<file path="config.mk">
export PLATFORM = sky130hd
export DESIGN_NAME = can_bit_timing_calculator
export DESIGN_NICKNAME = d
export VERILOG_FILES = /design/src/rtl/core/cbt_pkg.sv /design/src/rtl/core/cbt_divider.sv /design/src/rtl/core/cbt_datapath.sv /design/src/rtl/core/cbt_ctrl.sv /design/src/rtl/core/can_bit_timing_calculator.sv
export SDC_FILE = /design/constraint.sdc
export NUM_CORES = 1
export LEC_CHECK = 0
export BUFFER_PORTS_ARGS = -buffer_cell sky130_fd_sc_hd__buf_2
export CAP_MARGIN = 10
export CORE_UTILIZATION = 25
export CTS_CLUSTER_DIAMETER = 150
export DETAILED_ROUTE_END_ITERATION = 16
export SYNTH_ARGS = -nofsm -noshare
export SYNTH_HDL_FRONTEND = slang
export SYNTH_SLANG_ARGS = --single-unit
</file>
<file path="constraint.sdc">
create_clock -name clock -period 6 [get_ports clock]
set_input_delay 1.2 -clock clock [delete_from_list [all_inputs] [get_ports clock]]
set_output_delay 1.2 -clock clock [all_outputs]
set_load 0.02 [all_outputs]
</file>
<file path="src/rtl/core/cbt_pkg.sv">
// Shared widths, command and status types and the segment table of the CAN bit timing calculator.
package cbt_pkg;

   localparam int CLK_W   = 32;  // system clock register and dividend
   localparam int RATE_W  = 20;  // requested bit rate
   localparam int PDIV_W  = 4;   // peripheral divisor register
   localparam int SJW_W   = 2;   // sync jump width register
   localparam int DENOM_W = PDIV_W + RATE_W;  // divisor of the shared divider
   localparam int WORD_W  = 23;  // packed timing word
   localparam int BRP_W   = 10;  // prescaler field
   localparam int TSEG1_W = 4;
   localparam int TSEG2_W = 3;
   localparam int Q_W     = 5;   // quanta count per bit
   localparam int IDX_W   = 5;   // segment table index
   localparam int CNT_W   = $clog2(CLK_W + 1);
   localparam int IDX_CSR_W = 2;
   localparam int CSR_DATA_W = 32;

   localparam int SJW_LSB   = 14;
   localparam int TSEG1_LSB = 16;
   localparam int TSEG2_LSB = 20;

   localparam logic [Q_W-1:0] Q_FIRST = Q_W'(24);
   localparam logic [Q_W-1:0] Q_LAST  = Q_W'(3);

   localparam int MAX_BITS_PER_BIT_TIME_DEF = 25;
   localparam int MIN_BITS_PER_BIT_TIME_DEF = 4;

   localparam logic [CLK_W-1:0]  SYS_CLK_RST = CLK_W'(96000000);
   localparam logic [PDIV_W-1:0] PDIV_RST    = PDIV_W'(1);
   localparam logic [SJW_W-1:0]  SJW_RST     = SJW_W'(1);

   // Register indexes on the configuration port
   localparam logic [IDX_CSR_W-1:0] CSR_SYS_CLK = IDX_CSR_W'(0);
   localparam logic [IDX_CSR_W-1:0] CSR_PDIV    = IDX_CSR_W'(1);
   localparam logic [IDX_CSR_W-1:0] CSR_SJW     = IDX_CSR_W'(2);

   // Operand choice for the shared divider
   typedef enum logic {
      DSEL_DENOM,
      DSEL_Q
   } cbt_dsel_type;

   typedef struct packed {
      logic         load;
      logic         mul;
      logic         div_go;
      cbt_dsel_type div_sel;
      logic         cap_w;
      logic         q_init;
      logic         q_dec;
      logic         set_hit;
      logic         set_miss;
   } cbt_cmd_type;

   typedef struct packed {
      logic div_done;
      logic denom_zero;
      logic w_zero;
      logic hit;
      logic q_last;
   } cbt_status_type;

   // TSEG2 and TSEG1 for a quanta count of index + 3, as {tseg2, tseg1}
   function automatic logic [TSEG2_W+TSEG1_W-1:0] seg_lookup(input logic [IDX_W-1:0] idx);
      logic [TSEG2_W+TSEG1_W-1:0] seg;
      case (idx)
         5'd0:    seg = {3'h0, 4'h0};
         5'd1:    seg = {3'h0, 4'h1};
         5'd2:    seg = {3'h0, 4'h2};
         5'd3:    seg = {3'h0, 4'h3};
         5'd4:    seg = {3'h1, 4'h3};
         5'd5:    seg = {3'h1, 4'h4};
         5'd6:    seg = {3'h1, 4'h5};
         5'd7:    seg = {3'h1, 4'h6};
         5'd8:    seg = {3'h2, 4'h6};
         5'd9:    seg = {3'h2, 4'h7};
         5'd10:   seg = {3'h2, 4'h8};
         5'd11:   seg = {3'h2, 4'h9};
         5'd12:   seg = {3'h3, 4'h9};
         5'd13:   seg = {3'h3, 4'hA};
         5'd14:   seg = {3'h3, 4'hB};
         5'd15:   seg = {3'h3, 4'hC};
         5'd16:   seg = {3'h3, 4'hD};
         5'd17:   seg = {3'h4, 4'hD};
         5'd18:   seg = {3'h4, 4'hE};
         5'd19:   seg = {3'h4, 4'hF};
         5'd20:   seg = {3'h5, 4'hF};
         5'd21:   seg = {3'h6, 4'hF};
         5'd22:   seg = {3'h7, 4'hF};
         default: seg = '0;
      endcase
      return seg;
   endfunction

endpackage

</file>
<file path="src/rtl/core/cbt_divider.sv">
// Bit-serial restoring divider shared by every division of the calculator.
module cbt_divider (
   input  logic                         clock,
   input  logic                         reset,
   input  logic                         go,
   input  logic [cbt_pkg::CLK_W-1:0]    dividend,
   input  logic [cbt_pkg::DENOM_W-1:0]  divisor,
   output logic                         busy,
   output logic                         done,
   output logic [cbt_pkg::CLK_W-1:0]    quotient,
   output logic [cbt_pkg::DENOM_W-1:0]  remainder
);
   import cbt_pkg::*;

   logic [CLK_W-1:0]   quo_ff, quo_in;
   logic [DENOM_W-1:0] rem_ff, rem_in;
   logic [DENOM_W-1:0] dvs_ff, dvs_in;
   logic [CNT_W-1:0]   cnt_ff, cnt_in;
   logic               busy_ff, busy_in;
   logic               done_ff, done_in;

   logic [DENOM_W:0]   trial;
   logic [DENOM_W+1:0] diff;
   logic               ge;

   // One quotient bit per cycle: shift in the next dividend bit and try a subtract
   always_comb begin
      trial = {rem_ff, quo_ff[CLK_W-1]};
      diff  = {1'b0, trial} - {2'b00, dvs_ff};
      ge    = ~diff[DENOM_W+1];

      quo_in  = quo_ff;
      rem_in  = rem_ff;
      dvs_in  = dvs_ff;
      cnt_in  = cnt_ff;
      busy_in = busy_ff;
      done_in = 1'b0;
      if (go) begin
         quo_in  = dividend;
         rem_in  = '0;
         dvs_in  = divisor;
         cnt_in  = CNT_W'(CLK_W);
         busy_in = 1'b1;
      end else if (busy_ff) begin
         quo_in = {quo_ff[CLK_W-2:0], ge};
         rem_in = ge ? diff[DENOM_W-1:0] : trial[DENOM_W-1:0];
         cnt_in = cnt_ff - CNT_W'(1);
         if (cnt_ff == CNT_W'(1)) begin
            busy_in = 1'b0;
            done_in = 1'b1;
         end
      end
   end

   always_ff @(posedge clock) begin
      quo_ff <= quo_in;
      rem_ff <= rem_in;
      dvs_ff <= dvs_in;
      cnt_ff <= cnt_in;
      if (reset) begin
         busy_ff <= 1'b0;
         done_ff <= 1'b0;
      end else begin
         busy_ff <= busy_in;
         done_ff <= done_in;
      end
   end

   assign busy      = busy_ff;
   assign done      = done_ff;
   assign quotient  = quo_ff;
   assign remainder = rem_ff;

endmodule

</file>
<file path="src/rtl/core/cbt_datapath.sv">
// Datapath: configuration registers, clock ratio, search bounds and the quanta scan.
module cbt_datapath #(
   parameter int MAX_BITS_PER_BIT_TIME = cbt_pkg::MAX_BITS_PER_BIT_TIME_DEF,
   parameter int MIN_BITS_PER_BIT_TIME = cbt_pkg::MIN_BITS_PER_BIT_TIME_DEF
) (
   input  logic                            clock,
   input  logic                            reset,
   input  logic                            csr_write_enable,
   input  logic [cbt_pkg::IDX_CSR_W-1:0]   csr_index,
   input  logic [cbt_pkg::CSR_DATA_W-1:0]  csr_write_data,
   input  logic [cbt_pkg::RATE_W-1:0]      req_bit_rate_hz,
   input  cbt_pkg::cbt_cmd_type            cmd,
   output cbt_pkg::cbt_status_type         status,
   output logic                            rsp_found,
   output logic [cbt_pkg::WORD_W-1:0]      rsp_timing_word
);
   import cbt_pkg::*;

   logic [CLK_W-1:0]   sys_clk_ff;
   logic [PDIV_W-1:0]  pdiv_ff;
   logic [SJW_W-1:0]   sjw_ff;
   logic [RATE_W-1:0]  rate_ff, rate_in;
   logic [DENOM_W-1:0] denom_ff, denom_in;
   logic [CLK_W-1:0]   w_ff, w_in;
   logic [Q_W-1:0]     q_ff, q_in;
   logic               found_ff, found_in;
   logic [WORD_W-1:0]  word_ff, word_in;

   logic [CLK_W-1:0]   div_dividend;
   logic [DENOM_W-1:0] div_divisor;
   logic               div_busy;
   logic               div_done;
   logic [CLK_W-1:0]   div_quo;
   logic [DENOM_W-1:0] div_rem;

   logic [CLK_W-1:0]   presc;
   logic [IDX_W-1:0]   seg_idx;
   logic [TSEG2_W+TSEG1_W-1:0] seg;
   logic [CLK_W+Q_W-1:0] w_wide;
   logic [CLK_W+Q_W-1:0] quo_max;
   logic [CLK_W+Q_W-1:0] quo_min;

   // Hold configuration; writes to an unused index are dropped
   always_ff @(posedge clock) begin
      if (reset) begin
         sys_clk_ff <= SYS_CLK_RST;
         pdiv_ff    <= PDIV_RST;
         sjw_ff     <= SJW_RST;
      end else if (csr_write_enable) begin
         case (csr_index)
            CSR_SYS_CLK: sys_clk_ff <= csr_write_data;
            CSR_PDIV:    pdiv_ff    <= csr_write_data[PDIV_W-1:0];
            CSR_SJW:     sjw_ff     <= csr_write_data[SJW_W-1:0];
            default:     ;
         endcase
      end
   end

   // Select divider operands
   always_comb begin
      div_dividend = (cmd.div_sel == DSEL_DENOM) ? sys_clk_ff : w_ff;
      case (cmd.div_sel)
         DSEL_DENOM: div_divisor = denom_ff;
         DSEL_Q:     div_divisor = DENOM_W'(q_ff);
         default:    div_divisor = denom_ff;
      endcase
   end

   cbt_divider u_divider (
      .clock     (clock),
      .reset     (reset),
      .go        (cmd.div_go),
      .dividend  (div_dividend),
      .divisor   (div_divisor),
      .busy      (div_busy),
      .done      (div_done),
      .quotient  (div_quo),
      .remainder (div_rem)
   );

   // Candidate prescaler and its segment split for the current quanta count
   always_comb begin
      presc   = div_quo - CLK_W'(1);
      seg_idx = IDX_W'(q_ff - Q_LAST);
      seg     = seg_lookup(seg_idx);
   end

   // Bound the prescaler without dividing: quo-1 >= w/MAX exactly when quo*MAX > w,
   // and quo-1 < w/MIN exactly when quo*MIN <= w
   always_comb begin
      w_wide  = (CLK_W+Q_W)'(w_ff);
      quo_max = (CLK_W+Q_W)'(div_quo) * (CLK_W+Q_W)'(MAX_BITS_PER_BIT_TIME);
      quo_min = (CLK_W+Q_W)'(div_quo) * (CLK_W+Q_W)'(MIN_BITS_PER_BIT_TIME);
   end

   // Advance the working registers on controller commands
   always_comb begin
      rate_in  = cmd.load      ? req_bit_rate_hz : rate_ff;
      denom_in = cmd.mul       ? ({{RATE_W{1'b0}}, pdiv_ff} * {{PDIV_W{1'b0}}, rate_ff})
                               : denom_ff;
      w_in     = cmd.cap_w     ? div_quo : w_ff;
      q_in     = q_ff;
      if (cmd.q_init) begin
         q_in = Q_FIRST;
      end else if (cmd.q_dec) begin
         q_in = q_ff - Q_W'(1);
      end
      found_in = found_ff;
      word_in  = word_ff;
      if (cmd.set_hit) begin
         found_in = 1'b1;
         word_in  = WORD_W'(presc[BRP_W-1:0])
                  | (WORD_W'(sjw_ff) << SJW_LSB)
                  | (WORD_W'(seg[TSEG1_W-1:0]) << TSEG1_LSB)
                  | (WORD_W'(seg[TSEG2_W+TSEG1_W-1:TSEG1_W]) << TSEG2_LSB);
      end else if (cmd.set_miss) begin
         found_in = 1'b0;
         word_in  = '0;
      end
   end

   always_ff @(posedge clock) begin
      rate_ff  <= rate_in;
      denom_ff <= denom_in;
      w_ff     <= w_in;
      q_ff     <= q_in;
      if (reset) begin
         found_ff <= 1'b0;
         word_ff  <= '0;
      end else begin
         found_ff <= found_in;
         word_ff  <= word_in;
      end
   end

   // Report to the controller
   always_comb begin
      status.div_done   = div_done;
      status.denom_zero = (denom_ff == '0);
      status.w_zero     = (w_ff == '0);
      status.hit        = (div_rem == '0) && (div_quo != '0)
                        && (w_wide < quo_max) && (quo_min <= w_wide);
      status.q_last     = (q_ff == Q_LAST);
   end

   assign rsp_found       = found_ff;
   assign rsp_timing_word = word_ff;

   // A new division never starts while one is running
   a_div_go_idle: assert property (@(posedge clock) disable iff (reset)
      cmd.div_go |-> !div_busy)
      else $error("divider started while busy");

   // A miss always leaves a zero word
   a_miss_zero: assert property (@(posedge clock) disable iff (reset)
      !found_ff |-> (word_ff == '0))
      else $error("timing word not cleared on miss");

endmodule

</file>
<file path="src/rtl/core/cbt_ctrl.sv">
// Controller state machine sequencing divisions and the quanta scan.
module cbt_ctrl (
   input  logic                     clock,
   input  logic                     reset,
   input  logic                     start,
   output logic                     busy,
   output logic                     rsp_valid,
   output cbt_pkg::cbt_cmd_type     cmd,
   input  cbt_pkg::cbt_status_type  status
);
   import cbt_pkg::*;

   typedef enum logic [3:0] {
      ST_IDLE,
      ST_MUL,
      ST_CHK_D,
      ST_WAIT_W,
      ST_CHK_W,
      ST_GO_Q,
      ST_WAIT_Q,
      ST_EVAL,
      ST_FAIL
   } state_type;

   state_type state_ff, state_in;
   logic      valid_ff, valid_in;

   // Decode commands and next state
   always_comb begin
      cmd      = '0;
      cmd.div_sel = DSEL_DENOM;
      state_in = state_ff;
      valid_in = 1'b0;
      case (state_ff)
         ST_IDLE: begin
            if (start) begin
               cmd.load = 1'b1;
               state_in = ST_MUL;
            end
         end
         ST_MUL: begin
            cmd.mul  = 1'b1;
            state_in = ST_CHK_D;
         end
         ST_CHK_D: begin
            if (status.denom_zero) begin
               state_in = ST_FAIL;
            end else begin
               cmd.div_go  = 1'b1;
               cmd.div_sel = DSEL_DENOM;
               state_in    = ST_WAIT_W;
            end
         end
         ST_WAIT_W: begin
            if (status.div_done) begin
               cmd.cap_w = 1'b1;
               state_in  = ST_CHK_W;
            end
         end
         ST_CHK_W: begin
            if (status.w_zero) begin
               state_in = ST_FAIL;
            end else begin
               cmd.q_init = 1'b1;
               state_in   = ST_GO_Q;
            end
         end
         ST_GO_Q: begin
            cmd.div_go  = 1'b1;
            cmd.div_sel = DSEL_Q;
            state_in    = ST_WAIT_Q;
         end
         ST_WAIT_Q: begin
            if (status.div_done) begin
               state_in = ST_EVAL;
            end
         end
         ST_EVAL: begin
            if (status.hit) begin
               cmd.set_hit = 1'b1;
               valid_in    = 1'b1;
               state_in    = ST_IDLE;
            end else if (status.q_last) begin
               state_in = ST_FAIL;
            end else begin
               cmd.q_dec = 1'b1;
               state_in  = ST_GO_Q;
            end
         end
         ST_FAIL: begin
            cmd.set_miss = 1'b1;
            valid_in     = 1'b1;
            state_in     = ST_IDLE;
         end
         default: begin
            state_in = ST_IDLE;
         end
      endcase
   end

   // Hold state and the result strobe
   always_ff @(posedge clock) begin
      if (reset) begin
         state_ff <= ST_IDLE;
         valid_ff <= 1'b0;
      end else begin
         state_ff <= state_in;
         valid_ff <= valid_in;
      end
   end

   assign busy      = (state_ff != ST_IDLE);
   assign rsp_valid = valid_ff;

   // An accepted word makes the block busy on the next cycle
   a_start_busy: assert property (@(posedge clock) disable iff (reset)
      (start && !busy) |=> busy)
      else $error("accepted word did not start a search");

   // The result strobe lasts exactly one cycle
   a_strobe_pulse: assert property (@(posedge clock) disable iff (reset)
      valid_ff |=> !valid_ff)
      else $error("result strobe longer than one cycle");

endmodule

</file>
<file path="src/rtl/core/can_bit_timing_calculator.sv">
// Top level of the CAN bit timing calculator: controller, datapath and ports.
//
// Usage: write system clock (index 0), peripheral divisor (1) and sync jump
// width (2) through the csr_ port while the block is idle. Raise start with a
// requested bit rate on req_bit_rate_hz; the word is taken at the clock edge
// where start is high and busy is low. busy stays high until the result.
// The result appears on rsp_found and rsp_timing_word, marked by rsp_valid for
// exactly one cycle; the receiver cannot stall it, so it must be taken then.
// The search runs one bit-serial division for the clock ratio, then one
// division per candidate quanta count from 24 down to 3; the prescaler bounds
// are checked by small constant products. A zero divisor or a zero ratio ends
// the search in a miss without the scan. A new word may be started in the
// cycle the result shows.
// Synchronous reset restores the configuration defaults (96 MHz, divisor 1,
// SJW 1), returns the controller to idle and drops any search in flight.
module can_bit_timing_calculator #(
   parameter int MAX_BITS_PER_BIT_TIME = cbt_pkg::MAX_BITS_PER_BIT_TIME_DEF,
   parameter int MIN_BITS_PER_BIT_TIME = cbt_pkg::MIN_BITS_PER_BIT_TIME_DEF
) (
   input  logic                            clock,
   input  logic                            reset,
   input  logic                            csr_write_enable,
   input  logic [cbt_pkg::IDX_CSR_W-1:0]   csr_index,
   input  logic [cbt_pkg::CSR_DATA_W-1:0]  csr_write_data,
   input  logic                            start,
   output logic                            busy,
   input  logic [cbt_pkg::RATE_W-1:0]      req_bit_rate_hz,
   output logic                            rsp_valid,
   output logic                            rsp_found,
   output logic [cbt_pkg::WORD_W-1:0]      rsp_timing_word
);
   import cbt_pkg::*;

   cbt_cmd_type    cmd;
   cbt_status_type status;

   cbt_ctrl u_ctrl (
      .clock     (clock),
      .reset     (reset),
      .start     (start),
      .busy      (busy),
      .rsp_valid (rsp_valid),
      .cmd       (cmd),
      .status    (status)
   );

   cbt_datapath #(
      .MAX_BITS_PER_BIT_TIME (MAX_BITS_PER_BIT_TIME),
      .MIN_BITS_PER_BIT_TIME (MIN_BITS_PER_BIT_TIME)
   ) u_datapath (
      .clock            (clock),
      .reset            (reset),
      .csr_write_enable (csr_write_enable),
      .csr_index        (csr_index),
      .csr_write_data   (csr_write_data),
      .req_bit_rate_hz  (req_bit_rate_hz),
      .cmd              (cmd),
      .status           (status),
      .rsp_found        (rsp_found),
      .rsp_timing_word  (rsp_timing_word)
   );

endmodule
</file>
==> summary.md, run 1 <==
| Metric | Value |
|---|---|
| Number of instances in the synthesized netlist | 2,021 |
| Maximum number of pins on one net before global-route repair | 70 |
| Number of nets in the finished design | 2,493 |
| Syn Area/Cell | 9.20 um^2 |
| Num rows | 99 |
| Netlist area before placement | 0.0186 mm^2 |
| Highest ir drop seen on vdd | 0.204 mV |
| Tcrit/Tclk final | 0.967 |
| Most instantiated flip-flop cell in the synthesis netlist | edfxtp_1 |
| Area enclosed by the die boundary | 0.0755 mm^2 |
| # Max-Cap Violations | 0 |
| Critical path's slowest cell | fa_1 |
| Critical path launch point type | flop |
| Final Critical Period | 5.80 ns |
| Remaining max-slew budget at the tightest pin | 0.276 |
| Max Root-Sink Buffers | 3 |
| Clock tree from TritonCTS | yes |
| Warnings from Yosys | 0 |
| Share of synthesized area occupied by flip-flops and latches | 0.321 |
| First-pass GRT wire length | 76,300 um |
| Top cell by count, worst path | a21o_1 |
| Share of synthesized registers carrying an async set or reset | 0 |
| Routed via count divided by cell count | 4.67 |
| Switching part of the total power | 0.442 |
| Starting utilization of the core area | 0.254 |
| Crit Path Class | reg -> reg |
| Layout area overhead | 15.4% |
| Worst slack after detailed placement | -0.0335 ns |
| Share of total power in the clock network | 0.161 |
| Detailed-router iteration count before antenna repair | 11 |
| Power share of the sequential group | 0.220 |
| Total half-perimeter wirelength after legalization and detailed placement | 36,000 um |
| Fillcell total | 7,808 |
| Net Sw Power | 4.43 mW |
| Maximum clock frequency | 0.172 GHz |
| Routability cong. | 0.933 |
| Path category of the worst min-delay check | reg -> reg |
| TritonCTS sink count | 232 |
| Final Hold Viols | 0 |
| Run status | complete, but fails checks |
| Required @ worst endpoint | 6.44 ns |
| Die Width | 275 um |
| Clock root cell | clkbuf_16 |
| Chip height | 275 um |
| Slew at the pin closest to its max-slew limit | 1.08 ns |
| Area of the core | 0.0733 mm^2 |
| Cell-internal power | 5.59 mW |
| Via count of the first global-routing pass | 14,131 |
| Drt wl/cell | 15.3 um |
| Overall routing resource usage | 0.125 |
| Largest stage delay, worst path | 0.49 ns |
| Violation count after the first detailed-routing iteration | 917 |
| Number of library cell types mapped by synthesis | 87 |
| Sort of element at the end of the critical path | flop |
| Antenna-violating nets left | 0 |
| Fraction of power consumed by combinational cells | 0.619 |
| DRC viols | 2 |
| Number of levels the H-tree was split into | 1 |
| Final setup violating endpoints | 0 |
| Total I/O pin count | 84 |
| Accumulated negative setup slack | 0 ns |
| Arrival time of data at the critical path endpoint | 6.25 ns |
| Antenna violations before repair | 2 |
| Num CTS Buffers | 25 |
| Post-layout worst setup margin | 0.198 ns |
| Layout cells sized above 1 | 0.128 |
| CTS clock-pin slew for the worst setup and hold paths | 0.06 ns |
| Detailed-route wire length | 47,600 um |
| Count of buffers inserted at the top-level ports | 79 |
| Clock network latency to the later pin of the worst-skew pair | 0.56 ns |
| Worst-path maximum fanout | 4 |
| Power per standard cell area | 467 mW/mm^2 |
| Violations in the final reports | DRC |
| Overflow left after global routing | 0 |
| Final Max Tran Viols | 0 |
| Leakage power | 9.82 nW |
| Worst Skew | 0.0141 ns |
| Vias | 14,486 |
| Number of synthesized flops with an enable pin | 132 |
| Post-synthesis register bit count | 232 |
[sequential cells by signal, indices dropped and copies added (netlist names), 5 cells and up]
signal,flops
u_datapath.denom_ff,24
u_datapath.q_ff,5
u_datapath.rate_ff,20
u_datapath.rsp_timing_word,19
u_datapath.sys_clk_ff,32
u_datapath.u_divider.cnt_ff,6
u_datapath.u_divider.dvs_ff,24
u_datapath.u_divider.quotient,32
u_datapath.u_divider.remainder,24
u_datapath.w_ff,32
[critical path, delay by kind of cell (launching register included)]
family          cells  cell delay (ns)
fa+ha+maj           5             1.43
xor+xnor            1             0.11
buf+inv             4             0.32
simple gates        3             0.57
flops               1             0.43
mux                 1             0.30
compound gates     14             2.53
[logic make-up after synthesis]
group | share of synthesized area
simple gates | 0.150
compound gates | 0.155
buf+inv | 0.0688
fa+ha+maj | 0.233
flops | 0.321
xor+xnor | 0.0367
mux | 0.0348
other cells | 0.000202
[per-layer routing]
layer  global-route usage  up-vias  wire length [um]
met2                0.207      265             21700
met4               0.0297        0               849
met1                0.175     6902             23000
li1                     -     7269                 -
met5                    0        -                 0
met3               0.0106       50              2010
[through the flow]
step | power, mW | area, um^2 | util | hold WS, ns | instances
floorplan | 6.58 | 18600 | - | 0.436 | 2024
global placement | 8.05 | 20400 | 0.278 | 0.444 | 3050
detailed placement | 8.06 | 20400 | 0.278 | 0.452 | 3050
CTS | 9.74 | 21200 | 0.289 | 0.457 | 3095
global route | 10.9 | 21500 | 0.293 | 0.472 | 3104
finish | 10.0 | 21500 | 0.293 | 0.452 | 3105
[layout by cell type (no fill, tap or decap), drive strengths merged, types with 7 or more instances in the layout]
cell type    n
nor3        27
buf        151
xor2        29
fa          64
o21a        20
a31oi       17
or2          8
o21ai      102
mux2i       58
ha         244
a21oi      147
o211ai      18
nand3       53
a21o        60
a211oi      13
inv        254
nand4       25
nor2b       35
nand2      213
nor2        74
clkinv       7
clkbuf      30
nor4        25
and3        10
dfxtp      100
edfxtp     132
nor3b        7
xnor2       48
nand2b      26
o21bai       8
or3         10
and2        32
[synth_stat cells (all sizes together), types with 32 or more instances]
cell type	n	area, um^2
a21o	60	452
a21oi	147	769
and2	32	200
clkbuf	59	221
dfxtp	100	2000
edfxtp	132	3960
fa	64	1280
ha	244	3050
inv	251	942
mux2i	58	581
nand2	213	800
nand3	53	310
nor2	74	278
nor2b	35	219
o21ai	102	514
xnor2	48	428
[cell type report]
| class | count | area, um^2 | share of cell area |
|---|---|---|---|
| repair buffers | 151 | 980 | 0.0456 |
| inverters | 252 | 946 | 0.0441 |
| clock buffers | 30 | 654 | 0.0305 |
| multi-input cells | 1465 | 11500 | 0.538 |
| diodes | 1 | 2.50 | 0.000117 |
| flip-flops and latches | 232 | 5970 | 0.278 |
| clock inverters | 15 | 171 | 0.00798 |
| well taps | 959 | 1200 | 0.0559 |
[power by group through the flow]
| stage | Combinational, mW | Sequential (mW) | Clock [mW] |
|---|---|---|---|
| floorplan | 4.42 | 2.16 | 0 |
| global placement | 5.81 | 2.24 | 0 |
| detailed placement | 5.82 | 2.24 | 0 |
| CTS | 5.87 | 2.21 | 1.66 |
| global route | 6.93 | 2.24 | 1.71 |
| finish | 6.20 | 2.21 | 1.61 |
[final timing paths]
kind | from | end | slack [ns] | cells past startpoint
min reg2reg | u_datapath.sys_clk_ff[6]$_SDFFE_PP0P_ | u_datapath.sys_clk_ff[6]$_SDFFE_PP0P_ | 0.45 | 2
min | u_datapath.sys_clk_ff[6]$_SDFFE_PP0P_ | u_datapath.sys_clk_ff[6]$_SDFFE_PP0P_ | 0.45 | 2
max | u_datapath.u_divider.quotient[9]$_DFFE_PP_ | u_datapath.q_ff[4]$_SDFFE_PP1P_ | 0.20 | 28
max reg2reg | u_datapath.u_divider.quotient[9]$_DFFE_PP_ | u_datapath.q_ff[4]$_SDFFE_PP1P_ | 0.20 | 28
[repair_timing]
item                                    4_1_cts  5_1_grt
hold buffers                                  0        0
endpoints found under the setup margin        5       28
pin swaps                                     2       31
resized for setup                             2       39
buffers inserted                              0        9
(Power assumes the default switching activity.)
==> run 2: changes to the inputs <==
--- a/config.mk
+++ b/config.mk
@@ -9,5 +9,6 @@
 export CAP_MARGIN = 10
-export CORE_UTILIZATION = 25
+export CORE_UTILIZATION = 48
 export CTS_CLUSTER_DIAMETER = 150
 export DETAILED_ROUTE_END_ITERATION = 16
+export PLACE_DENSITY = 0.67
 export SYNTH_ARGS = -nofsm -noshare
--- a/constraint.sdc
+++ b/constraint.sdc
@@ -3,2 +3,2 @@
 set_output_delay 1.2 -clock clock [all_outputs]
-set_load 0.02 [all_outputs]
+set_load 0.01 [all_outputs]
==> summary.md, run 2 (synthesis results as in run 1) <==
| Metric | Value |
|---|---|
| Run status | finished, final reports clean |
| Detailed-route wire length | 46,600 um (-1.9%) |
| TritonCTS sink count | 232 (unchanged) |
| Slew at the pin closest to its max-slew limit | 1.10 ns (+0.0206 ns) |
| WL met1 | 22,700 um (-1.5%) |
| Largest stage delay, worst path | 0.50 ns (about the same) |
| Final Max Tran Viols | 0 (unchanged) |
| Num CTS Buffers | 27 (+8.0%) |
| Maximum clock frequency | 0.170 GHz (-1.6%) |
| Violation count after the first detailed-routing iteration | 813 (-11%) |
| Power per standard cell area | 477 mW/mm^2 (+2.1%) |
| Num rows | 71 (-28%) |
| Area enclosed by the die boundary | 0.0395 mm^2 (-48%) |
| Finished Cell Area | 0.0211 mm^2 (-1.8%) |
| Starting utilization of the core area | 0.490 (+0.237) |
| Chip height | 199 um (-28%) |
| Sum of met3 wire segment lengths after detailed routing | 2410 um (+20%) |
| Clock tree from TritonCTS | yes |
| Required @ worst endpoint | 6.47 ns (+0.03 ns) |
| Unrepaired setup endpoints after global routing | true |
| Antenna fix cells | 0 (-1) |
| Tcrit/Tclk final | 0.982 (+0.0153) |
| CTS clock-pin slew for the worst setup and hold paths | 0.07 ns (about the same) |
| Max Root-Sink Buffers | 3 (unchanged) |
| Cell-internal power | 5.66 mW (+1.3%) |
| Total I/O pin count | 84 (unchanged) |
| Layout cells sized above 1 | 0.128 (-0.000178) |
| Fraction of power consumed by combinational cells | 0.611 (-0.008) |
| Highest layer used for signal routing | met4 |
| Critical path's slowest cell | fa_1 |
| Critical path launch point type | flop |
| Highest ir drop seen on vdd | 0.317 mV (+55%) |
| Arrival time of data at the critical path endpoint | 6.37 ns (+0.12 ns) |
| Vias | 14,676 (+1.3%) |
| Path category of the worst min-delay check | reg -> reg |
| Routability cong. | 0.930 (-0.33%) |
| Maximum number of pins on one net before global-route repair | 90 (+29%) |
| Switching part of the total power | 0.437 (-0.00515) |
| Worst-path maximum fanout | 6 (+2) |
| Worst Skew | 0.0297 ns (+0.0156 ns) |
| Via count of the first global-routing pass | 14,339 (+1.5%) |
| Leakage power | 9.94 nW (+1.2%) |
| Final setup violating endpoints | 0 (unchanged) |
| Placed Area | 0.0197 mm^2 (-3.1%) |
| Power share of the sequential group | 0.219 (about the same) |
| Antenna-violating nets left | 0 (unchanged) |
| Count of buffers inserted at the top-level ports | 79 (unchanged) |
| Total half-perimeter wirelength after legalization and detailed placement | 34,800 um (-3.4%) |
| Routed via count divided by cell count | 5.52 (+18%) |
| First-pass GRT wire length | 74,300 um (-2.7%) |
| Routed wl met2 | 20,400 um (-5.8%) |
| Overflow left after global routing | 0 (unchanged) |
| Clock root cell | clkbuf_16 |
| Remaining max-slew budget at the tightest pin | 0.267 (-0.00929) |
| Sort of element at the end of the critical path | flop |
| Die Width | 199 um (-28%) |
| Area of the core | 0.0379 mm^2 (-48%) |
| Share of total power in the clock network | 0.170 (+0.009) |
| Top cell by count, worst path | a21o_1 |
| Number of levels the H-tree was split into | 1 (unchanged) |
| Net Sw Power | 4.40 mW (-0.83%) |
| Antenna violations before repair | 0 (-2) |
| Clock network latency to the later pin of the worst-skew pair | 0.58 ns (+0.02 ns) |
| # Max-Cap Violations | 0 (unchanged) |
| Core utilization of the finished layout | 0.556 (+0.263) |
| Layout area overhead | 13.4% |
| Detailed-router iteration count before antenna repair | 5 (-6) |
| Final Critical Period | 5.89 ns (+0.0918 ns) |
| Tightest hold margin | 0.457 ns (+0.00508 ns) |
| Most common cell after layout, fill and taps aside | inv_1 |
| Number of nets in the finished design | 2,493 (unchanged) |
| Most used cells in the layout excluding fill and tap cells | inv_1, ha_1, nand2_1, a21oi_1, edfxtp_1 |
| Drt wl/cell | 17.5 um (+14%) |
| DRC viols | 0 (-2) |
| Final Hold Viols | 0 (unchanged) |
| Crit Path Class | reg -> reg |
| Overall routing resource usage | 0.237 (+0.112) |
-- run 2: repair_timing --
item	CTS	global route
resized for setup	4	52
gates cloned	0	6
buffers inserted	2	8
endpoints found under the hold margin	0	0
pin swaps	1	39
setup endpoints to repair	15	29
hold buffers	0	0
-- run 2: final cells by class --
type | instances | area, um^2
inverters | 252 | 946
fillers | 3442 | 16800
repair buffers | 149 | 1030
multi-input cells | 1465 | 11600
clock inverters | 15 | 199
flip-flops and latches | 232 | 5970
well taps | 511 | 639
clock buffers | 35 | 706
-- run 2: worst max-delay path, delay by kind of cell, from the launching register on --
family,cells,cell delay (ns)
xor+xnor,1,0.09
flops,1,0.45
simple gates,3,0.59
fa+ha+maj,5,1.28
buf+inv,4,0.51
compound gates,15,2.86
-- run 2: power groups by stage --
stage          logic [mW]  registers, mW  clock network [mW]
2_1_floorplan        4.42           2.16                   0
3_3_place_gp         5.74           2.22                   0
3_5_place_dp         5.80           2.23                   0
4_1_cts              5.90           2.20                1.75
5_1_grt              6.90           2.24                1.80
6_report             6.14           2.20                1.71
-- run 2: routing by layer --
metal | up-vias | GRT usage
li1 | 7268 | -
met3 | 57 | 0.0337
met1 | 7006 | 0.343
met5 | - | 0
met4 | 0 | 0.0624
met2 | 345 | 0.368
-- run 2: worst paths after layout --
check	from	cells after the start	to	slack, ns
worst max register to register	u_datapath.u_divider.quotient[9]$_DFFE_PP_	28	u_datapath.rsp_timing_word[1]$_SDFFE_PP0P_	0.11
worst max-delay path	u_datapath.u_divider.quotient[9]$_DFFE_PP_	28	u_datapath.rsp_timing_word[1]$_SDFFE_PP0P_	0.11
worst min-delay path	u_datapath.rsp_found$_SDFFE_PP0P_	2	u_datapath.rsp_found$_SDFFE_PP0P_	0.46
worst min register to register	u_datapath.rsp_found$_SDFFE_PP0P_	2	u_datapath.rsp_found$_SDFFE_PP0P_	0.46
-- run 2: stage by stage --
stage | setup slack, ns | TNS, ns | power [mW] | instances
finish | 0.107 | 0 | 10.1 | 2659
global placement | 0.0500 | 0 | 7.96 | 2593
detailed placement | -0.0560 | -0.0944 | 8.03 | 2593
CTS | 0.0127 | 0 | 9.84 | 2645
global route | -0.126 | -1.43 | 10.9 | 2659
floorplan | 0.134 | 0 | 6.58 | 2024
